[src/hdl/coo2csr_pkg.sv]
// Shared types and constants of the COO to CSR converter.
// Used by the interfaces and every module; depends on nothing.
package coo2csr_pkg;

	localparam int ROW_W         = 11;
	localparam int COL_W         = 31;
	localparam int VAL_W         = 64;
	localparam int POS_W         = 13;
	localparam int NROWS_W       = 11;
	localparam int DATA_W        = 32;
	localparam int ADDR_W        = 3;
	localparam int MAX_ROWS_DEF  = 1024;
	localparam int MAX_ENT_DEF   = 4096;
	localparam int NROWS_RESET   = 1024;
	localparam int QDEPTH        = 2;
	localparam int QPTR_W        = (QDEPTH > 1) ? $clog2(QDEPTH) : 1;
	localparam int QCNT_W        = $clog2(QDEPTH + 1);

	localparam logic [ADDR_W-1:0] ADDR_NUM_ROWS = 3'd0;

	typedef enum logic [1:0] {
		OP_LOAD,
		OP_DROP,
		OP_DRAIN
	} op_t;

	typedef struct packed {
		op_t              op;
		logic [ROW_W-1:0] row;
		logic [COL_W-1:0] col;
		logic [VAL_W-1:0] value;
	} cmd_t;

	typedef struct packed {
		logic clearing;
		logic converting;
	} stat_t;

endpackage

[src/hdl/coo2csr_queue.sv]
// Short command queue between front and back end.
// Depends on coo2csr_pkg.
module coo2csr_queue (
	input  logic              clk,
	input  logic              arst_n,
	input  logic              push,
	input  coo2csr_pkg::cmd_t push_cmd,
	output logic              ready,
	output logic              valid,
	output coo2csr_pkg::cmd_t cmd,
	input  logic              pop
);

	coo2csr_pkg::cmd_t                 slot_q [coo2csr_pkg::QDEPTH];
	logic [coo2csr_pkg::QPTR_W-1:0]    wr_q;
	logic [coo2csr_pkg::QPTR_W-1:0]    rd_q;
	logic [coo2csr_pkg::QCNT_W-1:0]    cnt_q;
	logic                              do_push;
	logic                              do_pop;

	assign ready   = cnt_q != coo2csr_pkg::QCNT_W'(coo2csr_pkg::QDEPTH);
	assign valid   = cnt_q != '0;
	assign cmd     = slot_q[rd_q];
	assign do_push = push && ready;
	assign do_pop  = pop && valid;

	always_ff @(posedge clk) begin
		if (do_push) begin
			slot_q[wr_q] <= push_cmd;
		end
	end

	always_ff @(posedge clk or negedge arst_n) begin
		if (!arst_n) begin
			wr_q  <= '0;
			rd_q  <= '0;
			cnt_q <= '0;
		end else begin
			if (do_push) begin
				wr_q <= (wr_q == coo2csr_pkg::QPTR_W'(coo2csr_pkg::QDEPTH - 1)) ? '0
					: wr_q + 1'b1;
			end
			if (do_pop) begin
				rd_q <= (rd_q == coo2csr_pkg::QPTR_W'(coo2csr_pkg::QDEPTH - 1)) ? '0
					: rd_q + 1'b1;
			end
			if (do_push && !do_pop) begin
				cnt_q <= cnt_q + 1'b1;
			end else if (do_pop && !do_push) begin
				cnt_q <= cnt_q - 1'b1;
			end
		end
	end

endmodule

[config.mk]
export PLATFORM = sky130hd
export DESIGN_NAME = coo2csr_queue
export DESIGN_NICKNAME = d
export VERILOG_FILES = /design/src/hdl/coo2csr_pkg.sv /design/src/hdl/coo2csr_queue.sv
export SDC_FILE = /design/constraint.sdc
export NUM_CORES = 1
export LEC_CHECK = 0
export ABC_CLOCK_PERIOD_IN_PS = 6400
export BUFFER_PORTS_ARGS = -buffer_cell sky130_fd_sc_hd__buf_2
export CORE_AREA = 2 2 124 150
export CTS_CLUSTER_SIZE = 28
export DETAILED_ROUTE_END_ITERATION = 10
export DIE_AREA = 0 0 126 152
export PLACE_DENSITY = 0.71
export SYNTH_ARGS = -nofsm -noshare
export SYNTH_HDL_FRONTEND = slang
export SYNTH_SLANG_ARGS = --single-unit
[constraint.sdc]
create_clock -name clk -period 6.4 [get_ports clk]
set_input_delay 0.32 -clock clk [delete_from_list [all_inputs] [get_ports clk]]
set_output_delay 0.32 -clock clk [all_outputs]
set_load 0.005 [all_outputs]
==> metrics <==
register area share after synthesis roughly 82%; nets about 700; GR met1 Demand/Resource 16.2%; setup ws final 3330 ps; LEAKAGE 3.78 nW; clk sinks between 200 and 250; clock transition at the registers of the reported paths 60 ps; via count 4,080; initial antenna violation count 0; CP startpoint rd_q$_DFFE_PN0P_; Clock Tree Buf Depth 3; status completed; final setup vio count 0; non-filler instance count after layout approximately 830; nature of the critical path endpoint output pin; antenna cell count 0; syn_nets 467; hpwl dp 9650 um; multi-input logic area 0.00136 mm2; first-pass GRT wire length 23,000 um; die width about 130 um; met3 Usage GRT 4.68%; share of layout cells above drive strength 1 approximately 60%; Netlist Area Pre-Place 0.00801 mm2; die area 0.0192 mm2; HP Class input port to register; Max Freq roughly 0.33 GHz; Cells after Synth around 350; drt pass-1 iters 6; wire per inst ~18 um; total wire length 14,600 um; worst r2r src cnt_q[0]$_DFFE_PN0P_; Ys Warns 0; Layout Utilization 56.3%; 1st-iter DRT viols 230; Worst Tran Pin Value a little under 1000 ps; DP Worst Slack approximately 3800 ps; Num CTS Buffers 21; Hold Path Origin push_cmd[33]; gpl congestion 0.716; Max-Cap Viols 0; worst skew pair latency 480 ps; final global-route overflow total 0; IO Port Bufs 221; DRT antenna net count 0; Final Max Slew Viols 0; Period Utilization, post-route 47.9%; All-Layer GR Usage 15.0%; VDD IR max 0.261 mV; WHS 29.9 ps; placed cell count 791; H-Tree Depth 1; vias in the first global route 4,575; CP Launch Type register; PostCTS Resize Cnt 0; Critical Path AT 2750 ps; clk root buf clkbuf_16; CTS tree built; initial core utilization 44.9%; num ports 222; Netlist cell types 15; final hold vios 0; Core Rows 54; post-synthesis register bit count 220; Via density 4.93; largest net degree at the start of global routing slightly below 70; number of remaining DRC errors 0; Max Clock Skew 7.55 ps; met2 Resource Use GR 27.5%; FF+latch area about 0.0066 mm2; global routing's busiest layer met2; die height 152 um; RSZ-0062 raised after global routing no; Crit Path Max Fanout between 60 and 70; worst path required time a little over 6000 ps; power density cells 443 mW/mm2; syn_area_per_cell around 23 um2; Slew Limit Headroom 34.0%; minimum clock period after layout 3070 ps; sum of negative setup slack 0 ps; Filler Cells Inserted 1,434; Area growth, synth to finish 25.3%; critical path class register to output pin; Core ar. approximately 0.018 mm2
[power breakdown]
group,total [mW],switching (mW),internal [mW]
logic,1.16,0.562,0.598
registers,2.10,0.124,1.97
clock network,1.19,0.469,0.718
[metrics by stage]
stage	power (mW)	area, um2
4_1_cts	4.51	10000
5_1_grt	4.68	10000
6_report	4.45	10000
2_1_floorplan	2.85	8010
3_3_place_gp	3.27	9370
3_5_place_dp	3.31	9370
[metal layers]
| metal | routed length (um) | vias to the layer above |
|---|---|---|
| met4 | 412 | 0 |
| met5 | 0 | - |
| met3 | 1230 | 35 |
| li1 | - | 1877 |
| met2 | 7700 | 155 |
| met1 | 5210 | 2013 |
[cell usage in the layout (no fill, tap or decap), drive strengths merged, types with 2 or more instances in the layout]
cell type	Yosys	layout
buf	12	225
bufinv	0	3
clkbuf	0	25
clkinv	0	7
dfrtp	4	4
edfxtp	216	216
mux2	108	108
nand2	2	2
nor2	2	2
xnor2	3	3
xor2	2	2
[critical path, stage by stage (launching register included)]
cell and delay (ps):
dfrtp_4 770, buf_4 860, mux2_2 420, buf_2 140
[final cells by class]
class,count,area share (%)
Clock inverter,10,1.18
Sequential cell,220,65.7
Multi-Input combinational cell,121,13.5
Clock buffer,25,5.39
Tap cell,224,2.79
Timing Repair Buffer,226,11.4
Inverter,1,0.0374
[timing repair]
action | in CTS | in global routing
hold buffers | 1 | 0
buffers inserted | 0 | 0
endpoints found under the hold margin | 4 | 0
[cells in the mapped netlist]
cell | instances | area [um2]
and3_1 | 1 | 6.26
buf_2 | 9 | 45.0
buf_6 | 3 | 33.8
dfrtp_1 | 4 | 100
edfxtp_1 | 216 | 6490
ha_1 | 1 | 12.5
inv_1 | 1 | 3.75
mux2_2 | 98 | 1100
mux2_4 | 10 | 150
nand2_1 | 2 | 7.51
nand2b_1 | 1 | 6.26
nor2_1 | 2 | 7.51
or2_2 | 1 | 6.26
xnor2_1 | 3 | 26.3
xor2_1 | 2 | 17.5
[flip-flops by register name, indices dropped and copies added, names as in the netlist]
name,flops
cnt_q,2
slot_q,216
wr_q,1
rd_q,1
[path summary, 6_finish.rpt]
check                                     endpoint  slack (ps)  depth (start not counted)
max                                        cmd[63]        3330                          3
min                        slot_q[1][33]$_DFFE_PP_          30                          1
max reg2reg                slot_q[1][86]$_DFFE_PP_        3950                          3
min reg2reg                   cnt_q[1]$_DFFE_PN0P_         490                          1
max in group asynchronous         rd_q$_DFFE_PN0P_        6060                          2
min in group asynchronous     cnt_q[1]$_DFFE_PN0P_         190                          2
[logic make-up after synthesis]
group,after synthesis,synth area share (%)
xor+xnor,5,0.547
fa+ha+maj,1,0.156
buf+inv,13,1.03
flops,220,82.2
mux,108,15.6
simple gates,7,0.422
Note: power is estimated with default switching activity, not from simulation.
