--- config.mk ---
export PLATFORM = sky130hd
export DESIGN_NAME = coo2csr_front_flat
export DESIGN_NICKNAME = d
export VERILOG_FILES = /design/src/hdl/coo2csr_pkg.sv /design/src/hdl/coo2csr_if.sv /design/src/hdl/coo2csr_front.sv /design/src/flat_wrapper.sv
export SDC_FILE = /design/constraint.sdc
export NUM_CORES = 1
export LEC_CHECK = 0
export ABC_AREA = 1
export BUFFER_PORTS_ARGS = -buffer_cell sky130_fd_sc_hd__buf_2
export CELL_PAD_IN_SITES_DETAIL_PLACEMENT = 2
export CELL_PAD_IN_SITES_GLOBAL_PLACEMENT = 2
export CORE_AREA = 2 2 113 115
export DETAILED_ROUTE_END_ITERATION = 8
export DIE_AREA = 0 0 115 117
export PLACE_DENSITY = 0.79
export SLEW_MARGIN = 20
export SYNTH_ARGS = -nofsm -noshare
export SYNTH_HDL_FRONTEND = slang
export SYNTH_SLANG_ARGS = --single-unit
--- constraint.sdc ---
create_clock -name vclk -period 1.8
set_clock_uncertainty 0.1 [all_clocks]
set_input_delay 0.36 -clock vclk [all_inputs]
set_output_delay 0.36 -clock vclk [all_outputs]
set_load 0.05 [all_outputs]
--- src/hdl/coo2csr_pkg.sv ---
// Shared types and constants of the COO to CSR converter.
// Used by the interfaces and every module; depends on nothing.
package coo2csr_pkg;

	localparam int ROW_W         = 11;
	localparam int COL_W         = 31;
	localparam int VAL_W         = 64;
	localparam int POS_W         = 13;
	localparam int NROWS_W       = 11;
	localparam int DATA_W        = 32;
	localparam int ADDR_W        = 3;
	localparam int MAX_ROWS_DEF  = 1024;
	localparam int MAX_ENT_DEF   = 4096;
	localparam int NROWS_RESET   = 1024;
	localparam int QDEPTH        = 2;
	localparam int QPTR_W        = (QDEPTH > 1) ? $clog2(QDEPTH) : 1;
	localparam int QCNT_W        = $clog2(QDEPTH + 1);

	localparam logic [ADDR_W-1:0] ADDR_NUM_ROWS = 3'd0;

	typedef enum logic [1:0] {
		OP_LOAD,
		OP_DROP,
		OP_DRAIN
	} op_t;

	typedef struct packed {
		op_t              op;
		logic [ROW_W-1:0] row;
		logic [COL_W-1:0] col;
		logic [VAL_W-1:0] value;
	} cmd_t;

	typedef struct packed {
		logic clearing;
		logic converting;
	} stat_t;

endpackage

--- src/hdl/coo2csr_if.sv ---
// Word channels of the converter: input triples and drain requests, results.
// Depends on coo2csr_pkg.
interface coo2csr_in_if;
	logic                           valid;
	logic                           ready;
	logic                           kind;
	logic [coo2csr_pkg::ROW_W-1:0]  row;
	logic [coo2csr_pkg::COL_W-1:0]  col;
	logic [coo2csr_pkg::VAL_W-1:0]  value;

	modport source(output valid, kind, row, col, value, input ready);
	modport sink(input valid, kind, row, col, value, output ready);
endinterface


--- src/hdl/coo2csr_front.sv ---
// Front end: takes input words and classifies them into load, drop or drain commands.
// Depends on coo2csr_pkg and coo2csr_in_if.
module coo2csr_front #(
	parameter int MAX_ROWS = coo2csr_pkg::MAX_ROWS_DEF
) (
	coo2csr_in_if.sink                      in,
	input  logic [coo2csr_pkg::NROWS_W-1:0] num_rows,
	input  logic                            q_ready,
	output logic                            push,
	output coo2csr_pkg::cmd_t               cmd
);

	logic row_bad;

	assign row_bad = (in.row == '0) || (32'(in.row) > 32'(num_rows))
		|| (32'(in.row) > MAX_ROWS);

	assign in.ready = q_ready;
	assign push     = in.valid && q_ready;

	always_comb begin
		cmd.row   = in.row;
		cmd.col   = in.col;
		cmd.value = in.value;
		if (in.kind) begin
			cmd.op = coo2csr_pkg::OP_DRAIN;
		end else if (row_bad) begin
			cmd.op = coo2csr_pkg::OP_DROP;
		end else begin
			cmd.op = coo2csr_pkg::OP_LOAD;
		end
	end

endmodule

--- src/flat_wrapper.sv ---
// flat-port wrapper written by rule: the top's interface ports become plain ports
module coo2csr_front_flat 
#(
	parameter int MAX_ROWS = coo2csr_pkg::MAX_ROWS_DEF
)
  (num_rows, q_ready, push, cmd, in_valid, in_kind, in_row, in_col, in_value, in_ready);
  coo2csr_in_if in_i ();
  input  logic [coo2csr_pkg::NROWS_W-1:0] num_rows;
  input  logic q_ready;
  output logic push;
  output coo2csr_pkg::cmd_t cmd;
  input wire logic [$bits(in_i.valid)-1:0] in_valid;
  input wire logic [$bits(in_i.kind)-1:0] in_kind;
  input wire logic [$bits(in_i.row)-1:0] in_row;
  input wire logic [$bits(in_i.col)-1:0] in_col;
  input wire logic [$bits(in_i.value)-1:0] in_value;
  output wire logic [$bits(in_i.ready)-1:0] in_ready;
  assign in_i.valid = in_valid;
  assign in_i.kind = in_kind;
  assign in_i.row = in_row;
  assign in_i.col = in_col;
  assign in_i.value = in_value;
  assign in_ready = in_i.ready;
  coo2csr_front #(.MAX_ROWS(MAX_ROWS)) u_core (.in(in_i), .num_rows(num_rows), .q_ready(q_ready), .push(push), .cmd(cmd));
endmodule
==> results.sh <==
export IMPL_cp_arrival_ns=1.50
export IMPL_cts_hold_buf=0
export IMPL_switching_power_w=0.000163
export IMPL_seqCellArea_um2=0
export IMPL_core_area_um2=12300
export IMPL_design_area_um2=1110
export IMPL_setup_viol=1
export IMPL_critical_path_required_ns=1.34
export IMPL_syn_area_um2=1190
export IMPL_hold_viol=0
export IMPL_slew_headroom_pct=82.6
export IMPL_avgViaCountPerCell=2.67
export IMPL_peakVddDrop_v=0.0000280
export IMPL_dp_hpwl_um=2880
export IMPL_antenna_cells=0
export IMPL_drc_errors=0
export IMPL_status="finished with violations"
export IMPL_critPathCaptureType="output port"
export IMPL_numPortBuffers=40
export IMPL_netlist_top_cells_area="buf_4 (68%), ha_1 (12%), nand2_1 (6.6%)"
export IMPL_pin_count=230
export IMPL_seqPwrFrac_pct=0
export IMPL_gr_total_overflow=0
export IMPL_p_int_w=0.000127
export IMPL_yosys_area_top_type="buf_4"
export IMPL_maxCapViolations=0
export IMPL_synth_fp_nets=308
export IMPL_pre_cts_slack_ns=-0.337
export IMPL_start_util_pct=9.68
export IMPL_dieArea_um2=13500
export IMPL_placed_area_um2=937
export IMPL_post_route_util_pct=9.05
export IMPL_p_per_area_nw_per_um2=261
export IMPL_drtIter0Drc=1
export IMPL_yosysWarnings=0
export IMPL_fin_crit_ns=1.96
export IMPL_drt_pass1_iter_count=2
export IMPL_power_leakage_nw=0.517
export IMPL_fmax_mhz=509
export IMPL_pwr_share_clk_pct=0
export IMPL_hold_path_class="in -> out"
export IMPL_ant_nets=0
export IMPL_gp_congestion=0.753
export IMPL_crit_type="in -> out"
export IMPL_drive_above_1_share_pct=68.9
export IMPL_post_route_period_util_pct=109
export IMPL_startpoint="num_rows[6]"
export IMPL_min_path_cells=0
export IMPL_wl_per_cell_um=11.8
export IMPL_netlist_instances=177
export IMPL_worst_slew_pin_slew_ns=0.263
export IMPL_stdcell_count=269
export IMPL_grt_max_degree=4
export IMPL_seq_cells=0
export IMPL_syn_to_final_growth_pct=-6.51
export IMPL_die_y_um=117
export IMPL_numPlacedInstances=267
export IMPL_avgSynthCellArea_um2=6.74
export IMPL_rows=41
export IMPL_grt_pass1_wl_um=4610
export IMPL_drv_slew=0
export IMPL_ys_seq_area_share_pct=0
export IMPL_finalWirelength_um=3180
export IMPL_multi_input_area_um2=445
export IMPL_grt_total_usage_pct=4.44
export IMPL_total_power_w=0.000290
export IMPL_rsz0062_at_grt="true"
export IMPL_start_kind="primary input"
export IMPL_path_max_fanout=2
export IMPL_grt_pass1_vias=844
export IMPL_antenna_found_initial=0
export IMPL_worst_slack_ns=-0.165
export IMPL_worstHoldStart="in_value[10]"
export IMPL_synth_cell_type_count=14
export IMPL_nets=252
export IMPL_hold_end="cmd[10]"
export IMPL_vias=719
export IMPL_clock_buffers=0
export IMPL_pwr_share_comb_pct=100.0
export IMPL_power_switching_share_pct=56.3
export IMPL_violations="negative setup slack"
export IMPL_fp_dieW_um=115
export IMPL_synth_top_area_share_pct=68.0
export IMPL_fillers=1460
## cells in the final DEF, fill, tap and decap left out
| master | instances |
|---|---|
| ha_4 | 8 |
| buf_8 | 2 |
| buf_6 | 9 |
| buf_2 | 27 |
| a21oi_1 | 2 |
| a21oi_4 | 1 |
| nor2_1 | 6 |
| ha_1 | 3 |
| nand2_2 | 8 |
| inv_6 | 1 |
| inv_4 | 3 |
| buf_12 | 2 |
| nand3_2 | 1 |
| nor2_4 | 1 |
| inv_2 | 7 |
| buf_4 | 10 |
| nand4_1 | 1 |
| nand2_1 | 14 |
| nand3b_1 | 1 |
| a21oi_2 | 1 |
| o21bai_1 | 1 |
| inv_1 | 8 |
| inv_12 | 1 |
| nand3_1 | 1 |
## cell usage after synthesis, drive strengths merged
cell type,n
a21oi,4
buf,108
ha,11
inv,20
nand2,22
nand3,2
nand3b,1
nand4,1
nor2,7
o21bai,1
## critical path, cell delays in order
cell and delay [ns]:
buf_12 0.09, inv_12 0.03, ha_4 0.25, nand2_2 0.05, inv_2 0.05, nand2_2 0.06, nor2_4 0.11, nand2_2 0.06
nand3_2 0.06, nand2_2 0.06, a21oi_4 0.17, buf_12 0.15
## logic make-up after synthesis
group | synth area share (%)
adder cells (fa/ha/maj) | 11.5
AND/OR/NAND/NOR | 11.5
buffers and inverters | 74.3
AO/OA/AOI/OAI | 2.62
## stage by stage
stage          setup TNS, ns  hold slack (ns)
2_1_floorplan        -0.0613            0.672
3_3_place_gp          -0.340            0.620
3_5_place_dp          -0.337            0.620
4_1_cts               -0.195            0.620
5_1_grt               -0.246            0.620
6_report              -0.165            0.620
## worst max path at each step
stage,endpoint,slack [ns],cells past startpoint
floorplan,cmd[106],-0.06,10
global placement,cmd[106],-0.34,12
detailed placement,cmd[106],-0.34,12
CTS,cmd[106],-0.20,12
global route,cmd[106],-0.25,12
finish,cmd[106],-0.16,12
## power by group through the flow
stage | clock network (W) | registers, W | logic (W)
2_1_floorplan | 0 | 0 | 0.000731
3_3_place_gp | 0 | 0 | 0.000238
3_5_place_dp | 0 | 0 | 0.000248
4_1_cts | 0 | 0 | 0.000287
5_1_grt | 0 | 0 | 0.000320
6_report | 0 | 0 | 0.000290
## area by class of cell
| type | count | area share (%) |
|---|---|---|
| multi-input combinational | 49 | 40.0 |
| inverter | 20 | 8.98 |
| timing repair buffer | 50 | 34.2 |
| tap | 150 | 16.8 |
## metal layers
layer	routed length [um]	vias to the layer above	global-route usage, %
li1	-	308	-
met1	722	307	3.07
met2	1730	64	9.10
met3	418	40	1.39
met4	308	0	4.18
met5	0	-	0
## what timing repair did
| item | CTS | global route |
|---|---|---|
| resized for setup | 33 | 9 |
| setup endpoints to repair | 1 | 1 |
| pin swaps | 14 | 7 |
| setup buffers | 2 | 0 |
(Power assumes the default switching activity.)
